### src/hw/rtl/cdes_pkg.sv
// ============================================================================
// Civil date to epoch seconds: shared package
// Holds the item type that passes between the front and back parts, the
// calendar tables and the arithmetic constants of the conversion.
// ============================================================================
package cdes_pkg;

    // Queue between the front and back parts.
    localparam int QUEUE_DEPTH = 4;
    localparam int QUEUE_PTR_W = $clog2(QUEUE_DEPTH);
    localparam int QUEUE_CNT_W = $clog2(QUEUE_DEPTH + 1);

    // Character and field counts.
    localparam int DATE_CHARS = 8;
    localparam int HOUR_CHARS = 2;
    localparam int ALL_CHARS  = DATE_CHARS + HOUR_CHARS;

    localparam logic [7:0] CHAR_ZERO = 8'h30;
    localparam logic [7:0] CHAR_NINE = 8'h39;

    // Field widths.
    localparam int YEAR_W  = 14;
    localparam int MONTH_W = 4;
    localparam int DAY_W   = 5;
    localparam int HOUR_W  = 7;
    localparam int STEP_W  = 16;
    localparam int SECS_W  = 39;

    // Division of the shifted year (below 10400) by 100 through a reciprocal.
    localparam int          RECIP_100_SHIFT = 19;
    localparam int          RECIP_100       = 5243;
    localparam int          PROD_W          = 27;

    // Day count bias: days from 0000-03-01 of the shifted calendar to the epoch.
    localparam int          DAY_BIAS      = 865565;
    localparam int          SECS_PER_DAY  = 86400;
    localparam int          SECS_PER_HOUR = 3600;

    // One parsed transaction as it waits in the queue.
    typedef struct packed {
        logic                ok;
        logic [YEAR_W-1:0]   year;
        logic [MONTH_W-1:0]  month;
        logic [DAY_W-1:0]    day;
        logic [HOUR_W-1:0]   hour;
        logic [STEP_W-1:0]   step;
    } t_cdes_item;

    // True for an ASCII decimal digit.
    function automatic logic f_is_digit(input logic [7:0] c);
        return (c >= CHAR_ZERO) && (c <= CHAR_NINE);
    endfunction

    // Length of a month in a common year.
    function automatic logic [DAY_W-1:0] f_month_len(input logic [MONTH_W-1:0] m);
        logic [DAY_W-1:0] len;
        case (m)
            4'd2:                 len = 5'd28;
            4'd4, 4'd6, 4'd9, 4'd11: len = 5'd30;
            default:              len = 5'd31;
        endcase
        return len;
    endfunction

    // Day of the shifted year (starting in March) on which a month begins.
    function automatic logic [8:0] f_month_base(input logic [MONTH_W-1:0] m);
        logic [8:0] base;
        case (m)
            4'd3:    base = 9'd0;
            4'd4:    base = 9'd31;
            4'd5:    base = 9'd61;
            4'd6:    base = 9'd92;
            4'd7:    base = 9'd122;
            4'd8:    base = 9'd153;
            4'd9:    base = 9'd184;
            4'd10:   base = 9'd214;
            4'd11:   base = 9'd245;
            4'd12:   base = 9'd275;
            4'd1:    base = 9'd306;
            4'd2:    base = 9'd337;
            default: base = 9'd0;
        endcase
        return base;
    endfunction

endpackage

### src/hw/rtl/civil_date_to_epoch_seconds_unit.sv
// ============================================================================
// Civil date to epoch seconds: top level
// Converts an ASCII YYYYMMDD date, an ASCII run hour and a step in hours to
// signed seconds since 1970-01-01 UTC on the proleptic Gregorian calendar.
// ============================================================================
// The unit takes one transaction per clock cycle while it does not stall,
// and gives one result per transaction, in order. A transaction passes
// through the front register, which parses and validates the characters,
// then the queue and then the back pipeline. The back pipeline has four
// stages, the last of which is the output register, and its day-count
// multiply and seconds multiply each have a stage of their own.
// A four-entry queue between the two parts lets the input keep flowing for
// a few transactions while the output is stalled. The result is flagged
// invalid, with zero seconds, when any character is not a decimal digit, the
// month lies outside 1 to 12, or the day does not exist in that month; the
// run hour is not range checked.
module civil_date_to_epoch_seconds_unit (
    input  logic                              i_clk,
    input  logic                              i_rst_n,
    input  logic                              i_valid,
    output logic                              o_stall,
    input  logic [7:0]                        i_date_char_0,
    input  logic [7:0]                        i_date_char_1,
    input  logic [7:0]                        i_date_char_2,
    input  logic [7:0]                        i_date_char_3,
    input  logic [7:0]                        i_date_char_4,
    input  logic [7:0]                        i_date_char_5,
    input  logic [7:0]                        i_date_char_6,
    input  logic [7:0]                        i_date_char_7,
    input  logic [7:0]                        i_hour_char_0,
    input  logic [7:0]                        i_hour_char_1,
    input  logic [cdes_pkg::STEP_W-1:0]       i_step_hours,
    output logic                              o_valid,
    input  logic                              i_stall,
    output logic                              o_valid_res,
    output logic signed [cdes_pkg::SECS_W-1:0] o_epoch_seconds
);

    logic [cdes_pkg::ALL_CHARS-1:0][7:0] w_chars;
    logic                                w_front_valid;
    cdes_pkg::t_cdes_item                w_front_item;
    logic                                w_queue_full;
    logic                                w_queue_valid;
    cdes_pkg::t_cdes_item                w_queue_item;
    logic                                w_pop;

    // Characters gathered in field order.
    assign w_chars[0] = i_date_char_0;
    assign w_chars[1] = i_date_char_1;
    assign w_chars[2] = i_date_char_2;
    assign w_chars[3] = i_date_char_3;
    assign w_chars[4] = i_date_char_4;
    assign w_chars[5] = i_date_char_5;
    assign w_chars[6] = i_date_char_6;
    assign w_chars[7] = i_date_char_7;
    assign w_chars[8] = i_hour_char_0;
    assign w_chars[9] = i_hour_char_1;

    // Parsing and validation.
    cdes_front u_front (
        .i_clk        (i_clk),
        .i_rst_n      (i_rst_n),
        .i_valid      (i_valid),
        .o_stall      (o_stall),
        .i_chars      (w_chars),
        .i_step_hours (i_step_hours),
        .o_valid      (w_front_valid),
        .o_item       (w_front_item),
        .i_full       (w_queue_full)
    );

    // Decoupling queue.
    cdes_queue u_queue (
        .i_clk        (i_clk),
        .i_rst_n      (i_rst_n),
        .i_push_valid (w_front_valid),
        .i_push_item  (w_front_item),
        .o_full       (w_queue_full),
        .o_valid      (w_queue_valid),
        .o_item       (w_queue_item),
        .i_pop        (w_pop)
    );

    // Seconds computation.
    cdes_back u_back (
        .i_clk           (i_clk),
        .i_rst_n         (i_rst_n),
        .i_valid         (w_queue_valid),
        .i_item          (w_queue_item),
        .o_pop           (w_pop),
        .o_valid         (o_valid),
        .i_stall         (i_stall),
        .o_valid_res     (o_valid_res),
        .o_epoch_seconds (o_epoch_seconds)
    );

endmodule

### src/hw/rtl/cdes_front.sv
// ============================================================================
// Civil date to epoch seconds: front part
// Accepts a transaction, checks every character for a digit, forms the year,
// month, day and hour values and validates the date, then offers the parsed
// item to the queue.
// ============================================================================
module cdes_front (
    input  logic                            i_clk,
    input  logic                            i_rst_n,
    input  logic                            i_valid,
    output logic                            o_stall,
    input  logic [cdes_pkg::ALL_CHARS-1:0][7:0] i_chars,
    input  logic [cdes_pkg::STEP_W-1:0]     i_step_hours,
    output logic                            o_valid,
    output cdes_pkg::t_cdes_item            o_item,
    input  logic                            i_full
);

    logic                         r_valid;
    cdes_pkg::t_cdes_item         r_item;
    cdes_pkg::t_cdes_item         n_item;
    logic                         w_ready;
    logic [cdes_pkg::ALL_CHARS-1:0] w_is_digit;
    logic [cdes_pkg::ALL_CHARS-1:0][3:0] w_dv;
    logic [6:0]                   w_cent;
    logic [6:0]                   w_yr2;
    logic [6:0]                   w_month;
    logic [6:0]                   w_day;
    logic                         w_leap;
    logic [cdes_pkg::DAY_W-1:0]   w_lim;
    logic                         w_month_ok;
    logic                         w_day_ok;

    // Digit classification; the low nibble of an ASCII digit is its value.
    always_comb begin
        for (int i = 0; i < cdes_pkg::ALL_CHARS; i++) begin
            w_is_digit[i] = cdes_pkg::f_is_digit(i_chars[i]);
            w_dv[i]       = i_chars[i][3:0];
        end
    end

    // Two-digit values and the date checks.
    always_comb begin
        w_cent     = 7'(w_dv[0]) * 7'd10 + 7'(w_dv[1]);
        w_yr2      = 7'(w_dv[2]) * 7'd10 + 7'(w_dv[3]);
        w_month    = 7'(w_dv[4]) * 7'd10 + 7'(w_dv[5]);
        w_day      = 7'(w_dv[6]) * 7'd10 + 7'(w_dv[7]);
        // A year divisible by 4 but not by 100, or a whole century divisible by 4.
        w_leap     = ((w_yr2[1:0] == 2'd0) && (w_yr2 != 7'd0))
                     || ((w_yr2 == 7'd0) && (w_cent[1:0] == 2'd0));
        w_month_ok = w_month inside {[7'd1:7'd12]};
        w_lim      = cdes_pkg::f_month_len(w_month[3:0])
                     + cdes_pkg::DAY_W'((w_month[3:0] == 4'd2) && w_leap);
        w_day_ok   = (w_day != 7'd0) && (w_day <= 7'(w_lim));
    end

    // Parsed item.
    always_comb begin
        n_item.ok    = (&w_is_digit) && w_month_ok && w_day_ok;
        n_item.year  = cdes_pkg::YEAR_W'(w_cent) * cdes_pkg::YEAR_W'(100)
                       + cdes_pkg::YEAR_W'(w_yr2);
        n_item.month = w_month[3:0];
        n_item.day   = w_day[4:0];
        n_item.hour  = 7'(w_dv[8]) * 7'd10 + 7'(w_dv[9]);
        n_item.step  = i_step_hours;
    end

    // The front register frees itself whenever the queue has room.
    assign w_ready = !r_valid || !i_full;
    assign o_stall = !w_ready;
    assign o_valid = r_valid;
    assign o_item  = r_item;

    // Control state.
    always_ff @(posedge i_clk) begin
        if (!i_rst_n) begin
            r_valid <= 1'b0;
        end else if (w_ready) begin
            r_valid <= i_valid;
        end
    end

    // Payload.
    always_ff @(posedge i_clk) begin
        if (w_ready && i_valid) begin
            r_item <= n_item;
        end
    end

endmodule

### src/hw/rtl/cdes_queue.sv
// ============================================================================
// Civil date to epoch seconds: item queue
// A short first-in first-out queue of parsed items between the front and
// back parts, so that either side may stall on its own.
// ============================================================================
module cdes_queue (
    input  logic                  i_clk,
    input  logic                  i_rst_n,
    input  logic                  i_push_valid,
    input  cdes_pkg::t_cdes_item  i_push_item,
    output logic                  o_full,
    output logic                  o_valid,
    output cdes_pkg::t_cdes_item  o_item,
    input  logic                  i_pop
);

    cdes_pkg::t_cdes_item                 r_mem [cdes_pkg::QUEUE_DEPTH];
    logic [cdes_pkg::QUEUE_PTR_W-1:0]     r_wr_ptr;
    logic [cdes_pkg::QUEUE_PTR_W-1:0]     r_rd_ptr;
    logic [cdes_pkg::QUEUE_CNT_W-1:0]     r_count;
    logic [cdes_pkg::QUEUE_PTR_W-1:0]     n_wr_ptr;
    logic [cdes_pkg::QUEUE_PTR_W-1:0]     n_rd_ptr;
    logic                                 w_push;
    logic                                 w_pop;

    assign o_full  = (r_count == cdes_pkg::QUEUE_CNT_W'(cdes_pkg::QUEUE_DEPTH));
    assign o_valid = (r_count != '0);
    assign o_item  = r_mem[r_rd_ptr];
    assign w_push  = i_push_valid && !o_full;
    assign w_pop   = i_pop && o_valid;

    // Pointer advance with wrap at the queue depth.
    always_comb begin
        n_wr_ptr = (r_wr_ptr == cdes_pkg::QUEUE_PTR_W'(cdes_pkg::QUEUE_DEPTH - 1))
                   ? '0 : r_wr_ptr + 1'b1;
        n_rd_ptr = (r_rd_ptr == cdes_pkg::QUEUE_PTR_W'(cdes_pkg::QUEUE_DEPTH - 1))
                   ? '0 : r_rd_ptr + 1'b1;
    end

    // Pointers and fill count.
    always_ff @(posedge i_clk) begin
        if (!i_rst_n) begin
            r_wr_ptr <= '0;
            r_rd_ptr <= '0;
            r_count  <= '0;
        end else begin
            if (w_push) begin
                r_wr_ptr <= n_wr_ptr;
            end
            if (w_pop) begin
                r_rd_ptr <= n_rd_ptr;
            end
            if (w_push && !w_pop) begin
                r_count <= r_count + 1'b1;
            end else if (w_pop && !w_push) begin
                r_count <= r_count - 1'b1;
            end
        end
    end

    // Storage.
    always_ff @(posedge i_clk) begin
        if (w_push) begin
            r_mem[r_wr_ptr] <= i_push_item;
        end
    end

    // The fill count never passes the depth.
    a_count_bound: assert property (@(posedge i_clk) disable iff (!i_rst_n)
        r_count <= cdes_pkg::QUEUE_CNT_W'(cdes_pkg::QUEUE_DEPTH))
        else $error("queue fill count beyond depth");

    // A lone push raises the fill count by one.
    a_push_count: assert property (@(posedge i_clk) disable iff (!i_rst_n)
        (w_push && !w_pop) |=> (r_count == $past(r_count) + 1'b1))
        else $error("queue push not counted");

    // A lone pop lowers the fill count by one.
    a_pop_count: assert property (@(posedge i_clk) disable iff (!i_rst_n)
        (w_pop && !w_push) |=> (r_count == $past(r_count) - 1'b1))
        else $error("queue pop not counted");

endmodule

### src/hw/rtl/cdes_back.sv
// ============================================================================
// Civil date to epoch seconds: back part
// A four-stage pipeline that turns a parsed item into seconds since the
// epoch: shifted year and day of year, day count, scaling to seconds, and
// the final sum in the output register.
// ============================================================================
module cdes_back (
    input  logic                              i_clk,
    input  logic                              i_rst_n,
    input  logic                              i_valid,
    input  cdes_pkg::t_cdes_item              i_item,
    output logic                              o_pop,
    output logic                              o_valid,
    input  logic                              i_stall,
    output logic                              o_valid_res,
    output logic signed [cdes_pkg::SECS_W-1:0] o_epoch_seconds
);

    // Stage valid flags and per-stage readiness.
    logic r_v1, r_v2, r_v3, r_v4;
    logic w_rdy1, w_rdy2, w_rdy3, w_rdy4;

    // Stage 1: shifted year, its reciprocal product, day of year, hours.
    logic                               r1_ok;
    logic [cdes_pkg::YEAR_W-1:0]        r1_yy;
    logic [cdes_pkg::PROD_W-1:0]        r1_prod;
    logic [8:0]                         r1_doy;
    logic [16:0]                        r1_hrs;
    logic [cdes_pkg::YEAR_W-1:0]        n1_yy;

    // Stage 2: unbiased day count.
    logic                               r2_ok;
    logic [21:0]                        r2_days_pos;
    logic [16:0]                        r2_hrs;
    logic [6:0]                         w_c100;
    logic [21:0]                        n2_days_pos;

    // Stage 3: seconds of the day count and of the hours.
    logic                               r3_ok;
    logic signed [cdes_pkg::SECS_W-1:0] r3_day_secs;
    logic [27:0]                        r3_hour_secs;
    logic signed [22:0]                 w_days;

    // Stage 4: output register.
    logic                               r4_ok;
    logic signed [cdes_pkg::SECS_W-1:0] r4_secs;

    // Each stage moves on when it is empty or the next one moves on.
    assign w_rdy4 = !r_v4 || !i_stall;
    assign w_rdy3 = !r_v3 || w_rdy4;
    assign w_rdy2 = !r_v2 || w_rdy3;
    assign w_rdy1 = !r_v1 || w_rdy2;
    assign o_pop  = i_valid && w_rdy1;

    always_ff @(posedge i_clk) begin
        if (!i_rst_n) begin
            r_v1 <= 1'b0;
            r_v2 <= 1'b0;
            r_v3 <= 1'b0;
            r_v4 <= 1'b0;
        end else begin
            if (w_rdy1) r_v1 <= i_valid;
            if (w_rdy2) r_v2 <= r_v1;
            if (w_rdy3) r_v3 <= r_v2;
            if (w_rdy4) r_v4 <= r_v3;
        end
    end

    // Stage 1: January and February count with the previous year.
    assign n1_yy = i_item.year + cdes_pkg::YEAR_W'(400)
                   - cdes_pkg::YEAR_W'(i_item.month <= 4'd2);

    always_ff @(posedge i_clk) begin
        if (w_rdy1 && i_valid) begin
            r1_ok   <= i_item.ok;
            r1_yy   <= n1_yy;
            r1_prod <= cdes_pkg::PROD_W'(n1_yy)
                       * cdes_pkg::PROD_W'(cdes_pkg::RECIP_100);
            r1_doy  <= cdes_pkg::f_month_base(i_item.month)
                       + 9'(i_item.day) - 9'd1;
            r1_hrs  <= 17'(i_item.hour) + 17'(i_item.step);
        end
    end

    // Stage 2: days = 365 y + y/4 - y/100 + y/400 + day of year.
    assign w_c100 = 7'(r1_prod[cdes_pkg::PROD_W-1:cdes_pkg::RECIP_100_SHIFT]);
    assign n2_days_pos = 22'(r1_yy) * 22'd365 + 22'(r1_yy[cdes_pkg::YEAR_W-1:2])
                         - 22'(w_c100) + 22'(w_c100[6:2]) + 22'(r1_doy);

    always_ff @(posedge i_clk) begin
        if (w_rdy2 && r_v1) begin
            r2_ok       <= r1_ok;
            r2_days_pos <= n2_days_pos;
            r2_hrs      <= r1_hrs;
        end
    end

    // Stage 3: move the day count to the epoch and scale to seconds.
    assign w_days = $signed({1'b0, r2_days_pos}) - 23'(cdes_pkg::DAY_BIAS);

    always_ff @(posedge i_clk) begin
        if (w_rdy3 && r_v2) begin
            r3_ok        <= r2_ok;
            r3_day_secs  <= cdes_pkg::SECS_W'(w_days)
                            * $signed(cdes_pkg::SECS_W'(cdes_pkg::SECS_PER_DAY));
            r3_hour_secs <= 28'(r2_hrs) * 28'(cdes_pkg::SECS_PER_HOUR);
        end
    end

    // Stage 4: final sum, forced to zero for an invalid date.
    always_ff @(posedge i_clk) begin
        if (w_rdy4 && r_v3) begin
            r4_ok   <= r3_ok;
            r4_secs <= r3_ok ? (r3_day_secs + $signed({11'd0, r3_hour_secs})) : '0;
        end
    end

    assign o_valid         = r_v4;
    assign o_valid_res     = r4_ok;
    assign o_epoch_seconds = r4_secs;

    // An invalid result always carries zero seconds.
    a_invalid_zero: assert property (@(posedge i_clk) disable iff (!i_rst_n)
        (r_v4 && !r4_ok) |-> (r4_secs == '0))
        else $error("invalid result with non-zero seconds");

endmodule

### config.mk
export PLATFORM = sky130hd
export DESIGN_NAME = civil_date_to_epoch_seconds_unit
export DESIGN_NICKNAME = d
export VERILOG_FILES = /design/src/hw/rtl/cdes_pkg.sv /design/src/hw/rtl/civil_date_to_epoch_seconds_unit.sv /design/src/hw/rtl/cdes_front.sv /design/src/hw/rtl/cdes_queue.sv /design/src/hw/rtl/cdes_back.sv
export SDC_FILE = /design/constraint.sdc
export NUM_CORES = 1
export LEC_CHECK = 0
export ABC_AREA = 1
export ABC_CLOCK_PERIOD_IN_PS = 7700
export CAP_MARGIN = 25
export CORE_MARGIN = 5
export CORE_UTILIZATION = 40
export CTS_BUF_LIST = sky130_fd_sc_hd__clkbuf_16
export DETAILED_ROUTE_END_ITERATION = 10
export DONT_BUFFER_PORTS = 1
export SLEW_MARGIN = 20
export SYNTH_ARGS = -nofsm -noshare
export SYNTH_HDL_FRONTEND = slang
export SYNTH_HIERARCHICAL = 1
export SYNTH_SLANG_ARGS = --single-unit
### constraint.sdc
create_clock -name i_clk -period 7.7 [get_ports i_clk]
set_input_delay 1.155 -clock i_clk [delete_from_list [all_inputs] [get_ports i_clk]]
set_output_delay 1.155 -clock i_clk [all_outputs]
set_load 0.005 [all_outputs]
# Yosys cells after proc, flatten, opt, wreduce, memory -nomap -nowiden
# Memories as Yosys holds them, arrays and structs flattened. A register that Yosys moved wholly into a read port is not among the register bits.
# Cells that the tools add are included.
[word_totals] ff_bits=263 mem_bits_rw=188 romBits=144 inputBits=100 mem_count=2
[op_classes] add_sub_neg=22 mul=10 order_cmp=24 n_eq_ne=8 muxes=10 n_reduce_logical=51
[memory_table] name="u_queue.r_mem" words=4 word_bits=47 read_ports=1 rd_ports_with_merged_regs=1 write_ports=1 line_no="cdes_queue.sv:17" source="cdes_pkg::t_cdes_item r_mem [cdes_pkg::QUEUE_DEPTH];"
[memory_table] name="(name not given)" words=16 word_bits=9 read_ports=1 rd_ports_with_merged_regs=0 write_ports=0 line_no="cdes_pkg.sv:68" source="case (m)"
[op_table] cell="$ge A8 B6 Y1 const B" count=10
[op_table] cell="$le A8 B6 Y1 const B" count=10
[op_table] cell="$add A39 B28 Y39" count=1
[op_table] cell="$add A7 B4 Y7" count=5
[op_table] cell="$mul A23 B11 Y32 const B" count=1
[op_table] cell="$mul A4 B3 Y6 const B" count=5
[op_table] cell="$logic_and A1 B1 Y1" count=26
[op_table] cell="$mul A14 B13 Y26 const B" count=1
[op_table] cell="$mul A17 B8 Y24 const B" count=1
[op_table] cell="$sub A22 B20 Y23 const B" count=1
[op_table] cell="$add A22 B12 Y22" count=1
[op_table] cell="$add A22 B5 Y22" count=1
[op_table] cell="$add A22 B9 Y22" count=1
[op_table] cell="$mul A14 B9 Y22 const B" count=1
[op_table] cell="$sub A22 B7 Y22" count=1
[op_table] cell="$add A7 B16 Y17" count=1
[op_table] cell="$add A14 B7 Y14" count=1
[op_table] cell="$add A14 B9 Y14 const B" count=1
[op_table] cell="$reduce_bool A7 Y1" count=2
[op_table] cell="$sub A14 B1 Y14" count=1
[op_table] cell="$mul A7 B5 Y12 const B" count=1
[op_table] cell="$logic_not A1 Y1" count=10
[op_table] cell="$reduce_and A10 Y1" count=1
[op_table] cell="$add A9 B5 Y9" count=1
[op_table] cell="25 further kinds" count=40

# Longest topological paths before layout
# Gate-level depths: netlist of the first run.
[depth] word_depth=10 depth_mapped=48 depth_no_buf=45

# Cells and area by module
# The synthesis of the first run kept the hierarchy.
[by_module_without_submodules] mod="cdes_back" instances=1 cells_each=2965 area_each_um2=24771.3
[by_module_without_submodules] mod="cdes_queue" instances=1 cells_each=526 area_each_um2=7872.6
[by_module_without_submodules] mod="cdes_front" instances=1 cells_each=448 area_each_um2=4070.2

# Worst setup path before layout of the first run
# OpenSTA, ideal clock, no wires.
[synth_timing] path_type="reg2reg" start="register (tool-made name)" end="register u_back/r1_prod[25] in the netlist's numbering (data pin)" t_arrival_ns=6.476 required_time_ns=7.448 slack_ns=0.972 stages_incl_launch_ff=45 n_path_buf=3 period_less_slack_ns=6.728 cell_sequence="dfxtp_1 -> buf_6 -> inv_4 -> buf_12 -> buf_12 -> nor2_4 -> o22ai_2 -> inv_1 -> ha_1 -> inv_1 -> a21oi_1 -> ha_1 -> inv_1 -> ha_1 -> inv_1 -> fa_1 -> inv_1 -> nand3_1 -> [9 not listed] -> ha_1 -> fa_1 -> fa_1 -> inv_1 -> fa_1 -> inv_1 -> ha_1 -> nand2_1 -> inv_1 -> nand2_1 -> and2_1 -> nand2_1 -> nand2_1 -> nand2_1 -> nor2_1 -> inv_1 -> nand2_1 -> nand2_1"
[synth_lines] element="end signal, assigned" line_no="cdes_back.sv:77" source="r1_prod <= cdes_pkg::PROD_W'(n1_yy)"
[synth_lines] element="end, declared" line_no="cdes_back.sv:26" source="logic [cdes_pkg::PROD_W-1:0] r1_prod;"

==> results of run 1 <==
-- synthesized netlist by cell type (14+ instances only) --
cell type	instances	area share, %
nor2_4	30	0.92
o21ai_0	157	2.1
edfxtp_1	416	34
nand4_1	48	0.82
xnor2_1	35	0.83
o22ai_2	27	0.92
dfxtp_1	14	0.76
nor3_1	29	0.40
nand3_1	153	2.1
xor2_1	86	2.1
o21bai_1	16	0.33
nor2_1	334	3.4
inv_1	829	8.5
ha_1	474	16
o22ai_1	23	0.39
a21oi_1	157	2.1
nand2_1	692	7.1
fa_1	253	14
-- layer usage --
metal  global-route usage, %  share of wire [%]  vias up
met5                       0              0.017        -
met4                   3.911                2.3        2
met3                   2.202                4.3       91
met2                   27.83                 48      420
met1                   21.67                 46    11820
li1                        -                  -    12800
-- how the worst max path moves through the flow --
stage | cells after the start | slack, ns | startpoint | to
3_5_place_dp | 35 | 0.43 | register | u_back/r1_prod[20]$_DFFE_PP_
5_1_grt | 40 | 0.03 | register | u_back/r1_prod[25]$_DFFE_PP_
6_report | 36 | 0.53 | register | u_back/r1_prod[20]$_DFFE_PP_
4_1_cts | 35 | 0.42 | register | u_back/r1_prod[20]$_DFFE_PP_
3_3_place_gp | 35 | 0.55 | register | u_back/r1_prod[20]$_DFFE_PP_
2_1_floorplan | 44 | 0.97 | register | u_back/r1_prod[25]$_DFFE_PP_
-- sequential cells by signal (all words and copies together) (netlist names), 3 cells and up, named ones only --
register	count
u_back/r1_yy	14
u_back/r1_hrs	17
u_back/r3_hour_secs	24
u_back/r2_hrs	17
u_back/r3_day_secs	32
u_front/o_item	47
u_back/r2_days_pos	22
u_back/r1_doy	9
u_queue/r_count	3
u_back/r1_prod	7
u_queue/r_mem	188
u_back/o_epoch_seconds	35
-- cell families after synthesis --
| logic type | Yosys count | share of synthesized area (%) |
|---|---|---|
| AOI/OAI and AO/OA | 426 | 6.809 |
| xor gates and xnor gates | 123 | 3.006 |
| adders and majority gates | 727 | 29.95 |
| buffers and inverters | 879 | 9.365 |
| DFF | 430 | 34.79 |
| other | 1 | 0.01021 |
| and+or+nand+nor | 1353 | 16.07 |
-- layout make-up --
| cell class | count | area [sq um] | area share (%) |
|---|---|---|---|
| clock inverters | 41 | 416.7 | 1.045 |
| repair buffers | 27 | 226.5 | 0.5683 |
| inverters | 841 | 3168 | 7.949 |
| clock buffers | 48 | 1201 | 3.014 |
| flip-flops and latches | 430 | 12780 | 32.06 |
| multi-input cells | 2633 | 20580 | 51.64 |
| well taps | 1186 | 1484 | 3.723 |
-- per-stage QoR --
stage | worst slack, ns | utilization (%) | hold WS [ns]
after floorplan | 0.9716 | - | 0.4003
after global placement | 0.5451 | 41.75 | 0.4010
after detailed placement | 0.4291 | 41.78 | 0.4045
after CTS | 0.4233 | 43.55 | 0.4193
after global routing | 0.03208 | 43.61 | 0.4220
final | 0.5315 | 43.61 | 0.4183
-- critical path: cells and delay by family (launching register included) --
| kind | cells | cell delay (ns) |
|---|---|---|
| adder cells (fa/ha/maj) | 9 | 3.44 |
| AND/OR/NAND/NOR | 14 | 1.20 |
| AO/OA/AOI/OAI | 5 | 0.93 |
| buffers and inverters | 8 | 0.85 |
| flip-flops | 1 | 0.44 |
-- repair_timing --
action                                  4_1_cts  5_1_grt
buffers inserted                              0        5
endpoints found under the setup margin        0        4
gates resized for setup                       0        5
==> summary.txt, run 1 <==
Run status
  – Outcome: complete, no violations

STA
  – Final worst path period share: 93.10%
  – Highest Clock Rate: 139.5 MHz
  – Hold Vio Cnt, Final: 0
  – Slew HR: 49.90%
  – RSZ-0062 raised after global routing: no
  – Min Tclk post-route: 7.168 ns
  – Slew Limit Fails: 0
  – Worst Clk Skew: 0.03249 ns
  – Slew @ Worst Pin: 0.7515 ns
  – Setup Viol. Count Final: 0
  – Total negative setup slack: 0 ns

Clock tree
  – Clock sink count: 430
  – CTS tree: built
  – Max H-tree Level: 2
  – CTS buffer count: 48
  – Clk root buf: clkbuf_16
  – Worst skew pair latency: 0.60 ns
  – Clock Path Buffers: 3
  – Clock transition at path regs: 0.07 ns
  – Hold-fix buffers at CTS: 0

Layout
  – Fill count: 8825
  – Post-Layout Cell Count: 5206
  – Layout cell share with drive strength beyond 1: 5.721%
  – Nets: roughly 4.8k
  – Commonest non-fill, non-tap cell in the layout: inv_1
  – Most frequent cells in the layout: inv_1, nand2_1, ha_1
  – Final non-filler cell area: 39850 sq um
  – Area grow syn2layout: 8.551%
  – ANT cells: 0

Die
  – Die ar.: 97940 sq um
  – Die H: 313.0 microns
  – Placement row count: 111
  – # IOs: 142
  – CORE AREA: 91390 sq um
  – Initial Util: 40.17%
  – Die X: 313.0 microns

Critical path
  – FF-to-FF setup slack: between 0.5 and 0.6 ns
  – Slowest library cell on the worst path: fa_1
  – Crit path DAT: ~7.5 ns
  – FF-to-FF path depth: 36
  – CP endpoint kind: register
  – WS Path Type: register to register
  – Max Fanout on Critical Path: 17
  – R2R Path End: u_back/r1_prod[20]$_DFFE_PP_
  – Worst Path Required: 8.05 ns
  – Worst setup SP type: register
  – Biggest cell delay along the critical path: 0.55 ns
  – Crit-path most repeated cell: nand2_1

Job
  – Max Cap Viol: 0

Detailed routing
  – Drt wl/cell: approximately 15 microns
  – Via Count: between 20k and 30k
  – 1st-pass router iterations: 5
  – ANT nets after route: 0
  – # DRC: 0
  – Initial DRC Count: 1338
  – Post-DR vias/cell: between 4 and 5
  – Detailed Route WL: 78.78 mm

Global routing
  – Gr usage total: between 10% and 20%
  – Total gr overflow: 0
  – Initial antenna violation count: 2
  – Pin count of the biggest net entering global routing: between 50 and 60
  – Vias in the first global route: 25.25k
  – First-pass GRT wire length: 130.1 mm

Synthesis
  – Avg Inst Size Synth: 9.321 sq um
  – Sequential share of the synthesized area: between 30% and 40%
  – Prevailing post-synth register cell: edfxtp_1
  – Post-Syn Area: 36710 sq um
  – Mapped Cells: 3939
  – EDFF count, synth: around 420
  – Unique masters post-synth: slightly below 60
  – Number of synthesized register bits: 430
  – Syn. warnings: 6
  – Ys async rst share: 0%

Place
  – HPWL Detailed: 63.85 mm
  – Placed cell count: 5112
  – Placer congestion estimate: 0.8949
  – Post-Place Cell Area: 38180 sq um
  – IO buf count: 0

Min path
  – Hold Crit Start: u_back/r2_ok$_DFFE_PP_
  – Hold path endpoint: u_back/r3_ok$_DFFE_PP_
  – HP Class: register to register
  – Hold Crit Depth: 0
Power of run 1 is not shown: default switching activity piles up to over one toggle a cycle in this logic, so the estimate is an artifact.
==> run 2: changes to the inputs <==
Settings changed: ABC_AREA 1 to not set.
==> run 2 against run 1 <==
Count of clock-buffer cells in the layout down 2. Sequential cell count unchanged. Area after synthesis down 9.0%. Fmax down 3.9%. Non-clock buffer count up 42. Worst setup slack worse by 0.29 ns. Final area down 6.6%. Critical path type unchanged.
==> summary.txt, run 2 <==
STA
  – Slew HR: 29.64%
  – Hold Vio Cnt, Final: 0
  – Total negative setup slack: 0 ns
  – Setup Viol. Count Final: 0
  – Final worst path period share: between 90 and 100%
  – Slew Limit Fails: 0
  – Slew @ Worst Pin: 1.051 ns
  – Setup WS post-layout: 0.2395 ns
  – Worst Clk Skew: about 0.029 ns
  – Highest Clock Rate: around 130 MHz
  – Min Tclk post-route: 7.461 ns

Clock tree
  – Clk root buf: clkbuf_16
  – Max H-tree Level: 2
  – CTS buffer count: 46
  – Clock Path Buffers: 3
  – Clock transition at path regs: 0.06 ns
  – CTS tree: built
  – Worst skew pair latency: 0.60 ns
  – Clock sink count: between 400 and 500

Synthesis
  – Largest area contributor in the netlist: edfxtp_1
  – Share of the synthesized area in the top cell type: 37.38%
  – Prevailing post-synth register cell: edfxtp_1
  – Avg Inst Size Synth: 12.08 sq um
  – Synth cell count leaders: inv_1, ha_1, edfxtp_1
  – Ys async rst share: 0%
  – Mapped Cells: 2767
  – Sequential share of the synthesized area: 38.22%
  – Ranking of synthesized cells by area: edfxtp_1, ha_1, fa_1
  – Most common cell in the netlist: inv_1
  – Syn. warnings: 6
  – Post-Syn Area: around 33000 sq um
  – Unique masters post-synth: 78
  – Number of synthesized register bits: 430
  – EDFF count, synth: roughly 420

Detailed routing
  – Via Count: 19.74k
  – # DRC: 0
  – ANT nets after route: 0
  – Detailed Route WL: between 60 and 70 mm
  – Post-DR vias/cell: 4.973
  – 1st-pass router iterations: 5
  – Initial DRC Count: between 700 and 800
  – Drt wl/cell: 15.95 microns

Critical path
  – CP endpoint kind: register
  – Crit path DAT: 7.78 ns
  – Slowest library cell on the worst path: mux4_2
  – Worst setup SP type: register
  – Crit-path most repeated cell: inv_1
  – Biggest cell delay along the critical path: 0.54 ns
  – Worst Path Required: 8.02 ns
  – WS Path Type: register to register
  – Max Fanout on Critical Path: 7

Die
  – # IOs: 142
  – Die H: 299.1 microns
  – Placement row count: between 100 and 150
  – Initial Util: approximately 40%
  – Die ar.: 89440 sq um
  – CORE AREA: 83290 sq um
  – Die X: 299.1 microns

Global routing
  – Gr busiest metal: met2
  – Vias in the first global route: between 20k and 25k
  – Met2 Use GR: 25.79%
  – GRT met1 Usage: between 10% and 20%
  – GRT met3 Usage: 2.405%
  – First-pass GRT wire length: approximately 110 mm
  – Pin count of the biggest net entering global routing: 58
  – Initial antenna violation count: 1
  – Gr usage total: 14.32%
  – Total gr overflow: 0

Layout
  – Commonest non-fill, non-tap cell in the layout: inv_1
  – Area grow syn2layout: 11.32%
  – Largest register FFs: 188
  – Nets: 3679
  – Layout cell share with drive strength beyond 1: 9.415%
  – Final non-filler cell area: around 37000 sq um
  – Top reg by flops: u_queue/r_mem
  – Most frequent cells in the layout: inv_1, ha_1, edfxtp_1
  – ANT cells: 0
  – Fill count: 7509
  – Post-layout util: around 45%

Job
  – Max Cap Viol: 0

Place
  – Placer congestion estimate: 0.8648
  – HPWL Detailed: 50.07 mm
  – Post-Place Cell Area: 35110 sq um
  – Pre-CTS setup slack: -0.2059 ns
  – IO buf count: 0

Min path
  – Hold Crit Start: u_back/r2_ok$_DFFE_PP_
  – HP Class: register to register

Run status
  – Outcome: complete, no violations
run 2: cell types whose count changed in the layout (fill, tap and decap cells not counted), moves of 37 or more:
cell,before,now
nand2_1,691,91
inv_1,832,547
nor2_1,327,102
nand3_1,153,26
xnor2_1,35,112
o21ai_0,157,83
a21oi_1,156,83
mux4_2,0,47
xor2_1,86,46
buf_4,25,62
nor2_4,37,0
run 2: final cells by class:
cell class,instances,area (sq um),area share (%)
Sequential cell,430,12780,34.34
Clock buffer,46,1151,3.094
Multi-Input combinational cell,1755,18760,50.43
Timing Repair Buffer,69,561.8,1.510
Inverter,550,2064,5.549
Clock inverter,39,538.0,1.446
Tap cell,1080,1351,3.632
run 2: final timing paths:
| path | endpoint | slack (ns) | cells past startpoint |
|---|---|---|---|
| worst min-delay path | u_back/r3_ok$_DFFE_PP_ | 0.41 | 0 |
| worst max register to register | u_back/r1_prod[25]$_DFFE_PP_ | 0.24 | 32 |
| worst max-delay path | u_back/r1_prod[25]$_DFFE_PP_ | 0.24 | 32 |
| worst min register to register | u_back/r3_ok$_DFFE_PP_ | 0.41 | 0 |
run 2: critical path: cells and delay by family (launching register included):
family          cells  cell delay [ns]
compound gates      8             1.62
xor+xnor            3             0.76
fa+ha+maj           8             2.77
buf+inv             8             0.58
flops               1             0.36
mux                 1             0.54
simple gates        4             0.52
run 2: metrics by stage:
stage	hold slack [ns]	std cells
5_1_grt	0.4216	3969
3_5_place_dp	0.4045	3868
3_3_place_gp	0.4004	3868
2_1_floorplan	0.4003	2770
4_1_cts	0.4184	3956
6_report	0.4143	3969
run 2: cells by family after synthesis:
kind of cell | count (synthesis) | synth area share, %
adders and majority gates | 727 | 32.90
buffers and inverters | 585 | 6.832
DFF | 430 | 38.22
and+or+nand+nor | 425 | 6.615
AOI/OAI and AO/OA | 368 | 7.218
xor gates and xnor gates | 173 | 4.706
muxes | 58 | 3.504
other | 1 | 0.01122
run 2: metal layers:
layer,vias up,share of wire [%],routed length (microns)
met5,-,0,0
met4,0,2.2,1363
met3,87,3.9,2467
met2,334,50,31660
met1,9624,44,27830
li1,9693,-,-
run 2: what timing repair did:
action / 4_1_cts / 5_1_grt
hold endpoints to repair: 0 / 0
buffers inserted: 3 / 13
setup endpoints to repair: 3 / 4
resized for setup: 15 / 36
pin swaps: 7 / 35
hold buffers: 0 / 0
Power of run 2 is left out for the same reason.
